`src/rtl/gia_pkg.sv`:
```
// shared types and constants for the generational index allocator
// no dependencies

package gia_pkg;

  // slot table size and derived widths
  localparam int unsigned CAPACITY = 256;
  localparam int unsigned IDX_W    = $clog2(CAPACITY);
  localparam int unsigned CNT_W    = $clog2(CAPACITY + 1);
  localparam int unsigned GEN_W    = 16;

  // fixed field widths of the channels
  localparam int unsigned OP_W      = 2;
  localparam int unsigned HIDX_W    = 8;
  localparam int unsigned HGEN_W    = 16;
  localparam int unsigned STATUS_W  = 2;

  // request opcodes
  localparam logic [OP_W-1:0] OP_ALLOC = 2'd0;
  localparam logic [OP_W-1:0] OP_FREE  = 2'd1;
  localparam logic [OP_W-1:0] OP_CHECK = 2'd2;

  // response status codes
  typedef enum logic [STATUS_W-1:0] {
    ST_OK         = 2'd0,
    ST_FAIL       = 2'd1,
    ST_RANGE      = 2'd2,
    ST_STACK_FULL = 2'd3
  } status_e;

  // controller states
  typedef enum logic [1:0] {
    S_IDLE,
    S_POP,
    S_EXEC
  } state_e;

  // controller to datapath commands
  typedef struct packed {
    logic accept;
    logic pop;
    logic exec;
  } gia_cmd_t;

  // datapath to controller status
  typedef struct packed {
    logic pop_needed;
    logic out_free;
  } gia_stat_t;

endpackage

```
`src/rtl/gia_ctrl.sv`:
```
// sequencing state machine of the allocator
// depends on gia_pkg; drives the commands of gia_datapath

module gia_ctrl
  import gia_pkg::*;
(
  input  logic      clk_i,
  input  logic      rst_ni,
  input  logic      req_valid_i,
  output logic      req_ready_o,
  input  gia_stat_t stat_i,
  output gia_cmd_t  cmd_o
);

  state_e state_q, state_d;

  // state register
  always_ff @(posedge clk_i or negedge rst_ni) begin
    if (!rst_ni) begin
      state_q <= S_IDLE;
    end else begin
      state_q <= state_d;
    end
  end

  // next state and commands
  always_comb begin
    state_d     = state_q;
    req_ready_o = 1'b0;
    cmd_o       = '0;
    unique case (state_q)
      S_IDLE: begin
        req_ready_o = 1'b1;
        if (req_valid_i) begin
          cmd_o.accept = 1'b1;
          state_d      = stat_i.pop_needed ? S_POP : S_EXEC;
        end
      end
      S_POP: begin
        cmd_o.pop = 1'b1;
        state_d   = S_EXEC;
      end
      S_EXEC: begin
        if (stat_i.out_free) begin
          cmd_o.exec = 1'b1;
          state_d    = S_IDLE;
        end
      end
      default: state_d = S_IDLE;
    endcase
  end

endmodule

```
`config.mk`:
```
export PLATFORM = sky130hd
export DESIGN_NAME = gia_ctrl
export DESIGN_NICKNAME = d
export VERILOG_FILES = /design/src/rtl/gia_pkg.sv /design/src/rtl/gia_ctrl.sv
export SDC_FILE = /design/constraint.sdc
export NUM_CORES = 1
export LEC_CHECK = 0
export BUFFER_PORTS_ARGS = -buffer_cell sky130_fd_sc_hd__clkbuf_2
export CAP_MARGIN = 15
export CORE_AREA = 3 3 40 42
export CTS_BUF_LIST = sky130_fd_sc_hd__clkbuf_4 sky130_fd_sc_hd__clkbuf_8 sky130_fd_sc_hd__clkbuf_16
export DETAILED_ROUTE_END_ITERATION = 12
export DIE_AREA = 0 0 43 45
export GPL_ROUTABILITY_DRIVEN = 0
export PLACE_DENSITY_LB_ADDON = 0.2
export SYNTH_ARGS = -nofsm -noshare
export SYNTH_HDL_FRONTEND = slang
export SYNTH_SLANG_ARGS = --single-unit
```
`constraint.sdc`:
```
create_clock -name clk_i -period 1.5 [get_ports clk_i]
set_input_delay 0.075 -clock clk_i [delete_from_list [all_inputs] [get_ports clk_i]]
set_output_delay 0.075 -clock clk_i [all_outputs]
set_load 0.02 [all_outputs]
```
==> flow_metrics.py, run 1 <==
metrics = {
    "synthesis": {
        "syn_nets": 16,
        "synth-seq-cells": 2,
        "synth_cells": 11,
        "synth_area_leaders": "dfrtp_1 49%, o21a_1 7.4%, and2_1 6.2%",
        "synth_top_area_cell": "dfrtp_1",
        "syn-mean-instance-area_sq_um": 9.21,
        "yosysSeqAreaShare_pct": 49.4,
        "yosys_warnings": 0,
        "synth_top_area_share_pct": 49.4,
        "syn_area_sq_um": 101,
        "synth_cell_type_count": 10,
    },
    "cts": {
        "clock_tree.root_cell": "clkbuf_4",
        "path_clk_slew_ns": 0.03,
        "ctsHtreeMaxLevel": 1,
        "numCtsBuffers": 3,
        "clock_latency_ns": 0.22,
        "clk_path_buf_depth": 2,
        "post_cts_buffers": 0,
        "cts_tree": "built",
        "clock_sinks": 2,
    },
    "timing": {
        "hold_ws_ns": 0.105,
        "worst_slew_pin_slew_ns": 0.147,
        "rsz0062_at_grt": "no",
        "final.setup.worst_slack_ns": 0.332,
        "slew_violations": 0,
        "finClkSkew_ns": 0.00279,
        "fmax_mhz": 856,
        "fin_crit_sh_pct": 77.9,
        "relSlewSlack_pct": 90.2,
        "hold_violations": 0,
        "tns_ns": 0,
        "finalSetupViolCount": 0,
        "fin_crit_ns": 1.17,
    },
    "worst_setup_path": {
        "start_kind": "register",
        "slowest_delay_ns": 0.39,
        "cp.arrival_ns": 1.09,
        "cp_max_fo": 4,
        "path_class": "reg2out",
        "path_cells": "nor2_2, and2_1, clkbuf_2",
        "endpoint_kind": "output pin",
        "cp_slowest_cell": "dfrtp_1",
        "cp_data_required_time_ns": 1.42,
    },
    "pwr": {
        "p_leak_uw": 0.000102,
        "ir_drop_mv": 0.193,
        "p_per_area_nw_per_um2": 1800,
    },
    "floorplanning": {
        "initial_core_util_pct": 7.89,
        "io_pins": 9,
        "die-area_sq_um": 1940,
        "die-height_um": 45,
        "core.rowCount": 13,
        "die_width_um": 43,
        "core-area_sq_um": 1280,
    },
    "routing": {
        "routedWlPerCell_um": 6.97,
        "first_pass_iters": 1,
        "wl_met1_um": 127,
        "via_per_inst": 3.08,
        "vias": 117,
        "ant_nets": 0,
        "top_layer_used": "met3",
        "wirelength_um": 265,
        "drt_iter0_drc": 0,
        "drc": 0,
        "dr_wl_met3_um": 42,
        "wl_met2_um": 95,
    },
    "layout": {
        "multi_input_area_sq_um": 51.3,
        "postLayoutCoreUtil_pct": 15.0,
        "area_growth_pct": 90.1,
        "top_regs": "state_q x2",
        "largest_register_ffs": 2,
        "fin_nets": 30,
        "top_register": "state_q",
        "mostFrequentLayoutCell": "clkbuf_2",
        "fillers": 151,
        "mostFrequentLayoutCells": "8 x clkbuf_2, 3 x clkbuf_4, 2 x dfrtp_1",
        "seqCellArea_sq_um": 50.0,
        "drive_above_1_share_pct": 52.2,
        "antenna_cells": 0,
    },
    "global_routing": {
        "gr-total-overflow": 0,
        "grt_antenna_before_repair": 0,
        "grt_pass1_wl_um": 434,
        "grt_pass1_vias": 124,
        "track_usage_pct": 3.50,
        "grt_max_degree": 5,
    },
    "outcome": {
        "status": "finished clean",
    },
    "placed_design": {
        "hpwl_um": 213,
        "place_ws_ns": 0.567,
        "io_buffers": 8,
    },
    "run": {
        "maxCapViolCount": 0,
    },
    "worst_hold_path": {
        "hold_path_class": "in2reg",
    },
}
cells in the mapped netlist:
| library cell | count |
|---|---|
| dfrtp_1 | 2 |
| a21oi_1 | 1 |
| and2_1 | 1 |
| and3_1 | 1 |
| nand2_1 | 1 |
| nand2b_1 | 1 |
| nor2_1 | 1 |
| nor2_2 | 1 |
| nor2b_1 | 1 |
| o21a_1 | 1 |
final timing paths:
check                           slack [ns]  cells after the start          to  startpoint
worst max-delay path                  0.33                      3    cmd_o[2]  state_q[0]
worst min-delay path                  0.10                      2  state_q[0]   stat_i[1]
worst max register to register        0.69                      2  state_q[0]  state_q[0]
worst min register to register        0.60                      2  state_q[1]  state_q[0]
max in group asynchronous             1.23                      2  state_q[1]      rst_ni
min in group asynchronous             0.17                      2  state_q[0]      rst_ni
critical path, delay by kind of cell, from the launching register on:
family / cells / cell delay [ns]
buffers and inverters: 1 / 0.16
flip-flops: 1 / 0.39
AND/OR/NAND/NOR: 2 / 0.31
layout make-up:
| class | instances | area share [%] |
|---|---|---|
| clock buffers | 3 | 11.7 |
| multi-input cells | 9 | 26.6 |
| flip-flops and latches | 2 | 26.0 |
| well taps | 15 | 9.74 |
| repair buffers | 9 | 26.0 |
repair_timing:
action,CTS,global route
gates resized for setup,0,0
hold buffers,1,0
hold endpoints to repair,2,0
through the flow:
stage          std cells  power, uW  cell area [sq um]
2_1_floorplan         11        181                101
3_3_place_gp          34        232                160
3_5_place_dp          34        231                160
4_1_cts               38        355                193
5_1_grt               38        377                193
6_report              38        346                193
where the power goes:
group	switching (uW)	leakage, uW	total, uW	internal (uW)
registers	19.9	0.0000253	92.5	72.5
logic	85.2	0.0000626	138	52.7
clock network	27.9	0.0000138	116	88.0
cell families (layout without fill, tap and decap cells):
| family | count (synthesis) | in the layout | synth area share (%) |
|---|---|---|---|
| compound gates | 2 | 2 | 12.3 |
| buf+inv | 0 | 12 | 0 |
| flops | 2 | 2 | 49.4 |
| simple gates | 7 | 7 | 38.3 |
layer usage:
metal  up-vias  track usage, %
met5         -               0
met4         0            5.42
met3         0            1.99
met1        48            3.86
li1         61               -
met2         8            3.59
Power figures use the tool's default switching activity.
==> inputs of run 2 (changes only) <==
Clock period 1.5 ns to 0.96 ns, I/O delays scaled along.
==> run 2 against run 1 <==
The flow now finishes with violations (negative setup slack). Sequential power grew 72%. Clock power grew 60%. Count of clock-buffer cells in the layout is the same. Worst setup slack lost 0.46 ns. Die area is the same. Wire length grew 37%. Highest routed layer is now met4. Non-clock buffer count grew 2. Sequential cell count is the same. Combinational power grew to 2.9 times the previous value. First-iteration DRC count grew 1. Critical path depth is the same.
==> flow_metrics.py, run 2 (same netlist as run 1, synthesis figures left out) <==
metrics = {
    "outcome": {
        "status": "complete, but fails checks",
        "violations": "negative setup slack",
    },
    "routing": {
        "routedWlPerCell_um": 9.05,
        "via_per_inst": 3.38,
        "first_pass_iters": 2,
        "ant_nets": 0,
        "wl_met2_um": 155,
        "drt_iter0_drc": 1,
        "wirelength_um": 362,
        "wl_met1_um": 125,
        "dr_wl_met3_um": 72,
        "top_layer_used": "met4",
        "vias": 135,
        "drc": 0,
    },
    "timing": {
        "relSlewSlack_pct": 90.1,
        "fin_crit_ns": 1.09,
        "slew_violations": 0,
        "rsz0062_at_grt": "yes",
        "fmax_mhz": 915,
        "fin_crit_sh_pct": 114,
        "tns_ns": -0.343,
        "hold_violations": 0,
        "worst_slew_pin_slew_ns": 0.148,
        "finalSetupViolCount": 4,
        "final.setup.worst_slack_ns": -0.132,
        "finClkSkew_ns": 0.000732,
    },
    "cts": {
        "clock_tree.root_cell": "clkbuf_4",
        "path_clk_slew_ns": 0.03,
        "ctsHtreeMaxLevel": 1,
        "cts_tree": "built",
        "numCtsBuffers": 3,
        "clock_latency_ns": 0.22,
        "clock_sinks": 2,
        "clk_path_buf_depth": 2,
    },
    "worst_setup_path": {
        "crit_cells": 3,
        "endpoint": "req_ready_o",
        "cp_top_family": "flip-flops",
        "critical_path.startpoint": "state_q[1]",
        "path_cells": "nor2_4, buf_4, clkbuf_8",
        "endpoint_kind": "output pin",
        "r2r_end": "state_q[1]",
        "cp_data_required_time_ns": 0.91,
        "cp_max_fo": 4,
        "reg2reg_depth": 3,
        "cp_slowest_cell": "dfrtp_2",
        "path_class": "reg2out",
        "cp.arrival_ns": 1.04,
        "slowest_delay_ns": 0.43,
        "regToRegStartpoint": "state_q[0]",
        "path_buf_inv": 2,
        "r2r_slack_ns": 0.04,
        "start_kind": "register",
    },
    "global_routing": {
        "grt_antenna_before_repair": 0,
        "track_usage_pct": 5.00,
        "gr-total-overflow": 0,
        "grt_pass1_vias": 142,
        "grt_pass1_wl_um": 552,
        "grt_max_degree": 5,
    },
    "layout": {
        "drive_above_1_share_pct": 68.0,
        "top_register": "state_q",
        "area_growth_pct": 148,
        "fin_nets": 32,
        "top_regs": "state_q x2",
        "largest_register_ffs": 2,
        "fillers": 144,
        "antenna_cells": 0,
        "mostFrequentLayoutCell": "clkbuf_2",
        "mostFrequentLayoutCells": "4 x clkbuf_2, 3 x clkbuf_4, 3 x buf_4",
        "postLayoutCoreUtil_pct": 19.6,
    },
    "pwr": {
        "ir_drop_mv": 0.547,
        "p_per_area_nw_per_um2": 2940,
        "power_uw": 739,
        "p_leak_uw": 0.000121,
    },
    "floorplanning": {
        "core.rowCount": 13,
        "die_width_um": 43,
        "core-area_sq_um": 1280,
        "io_pins": 9,
        "die-height_um": 45,
        "initial_core_util_pct": 7.89,
        "die-area_sq_um": 1940,
    },
    "run": {
        "maxCapViolCount": 0,
    },
    "placed_design": {
        "hpwl_um": 228,
        "io_buffers": 8,
    },
    "worst_hold_path": {
        "hold_start": "stat_i[1]",
        "hold_path_class": "in2reg",
    },
}
==> run 2: changes by cell type in the layout (fill, tap and decap cells not counted), sizes merged <==
cell    previous run  this run
buf                0         5
clkbuf            11         8
==> run 2: per-layer routing <==
layer / vias up / track usage [%]
met3: 2 / 4.78
met1: 59 / 3.86
met2: 9 / 5.09
met4: 0 / 9.04
li1: 65 / -
met5: - / 0
==> run 2: power by group <==
group | switching [uW] | internal, uW | total [uW]
logic | 171 | 223 | 394
clock network | 47.8 | 138 | 186
registers | 41.5 | 118 | 159
total | 260 | 479 | 739
==> run 2: per-stage QoR <==
stage / setup slack (ns) / cells / hold slack, ns / area, sq um
finish: -0.132 / 40 / 0.0774 / 251
global route: -0.196 / 40 / 0.0781 / 251
CTS: -0.142 / 40 / 0.0632 / 235
detailed placement: 0.0684 / 34 / -0.162 / 165
global placement: 0.0740 / 34 / -0.165 / 165
floorplan: 0.0514 / 11 / -0.248 / 106
==> run 2: cell type report <==
type	count	area, sq um	area share, %
tap	15	18.8	7.46
sequential	2	51.3	20.4
multi-input combinational	9	66.3	26.4
timing repair buffer	11	92.6	36.8
clock buffer	3	22.5	8.96
==> run 2: worst min-delay path by stage <==
| stage | depth (start not counted) | endpoint |
|---|---|---|
| finish | 2 | state_q[0] |
| global route | 2 | state_q[0] |
| CTS | 3 | state_q[1] |
| detailed placement | 1 | state_q[0] |
| global placement | 1 | state_q[1] |
| floorplan | 0 | state_q[0] |
==> run 2: timing repair <==
action                                  4_1_cts  5_1_grt
endpoints found under the hold margin         2        0
setup buffers                                 2        0
pin swaps                                     1        1
endpoints found under the setup margin        4        4
resized for setup                             6        8
hold buffers                                  1        0
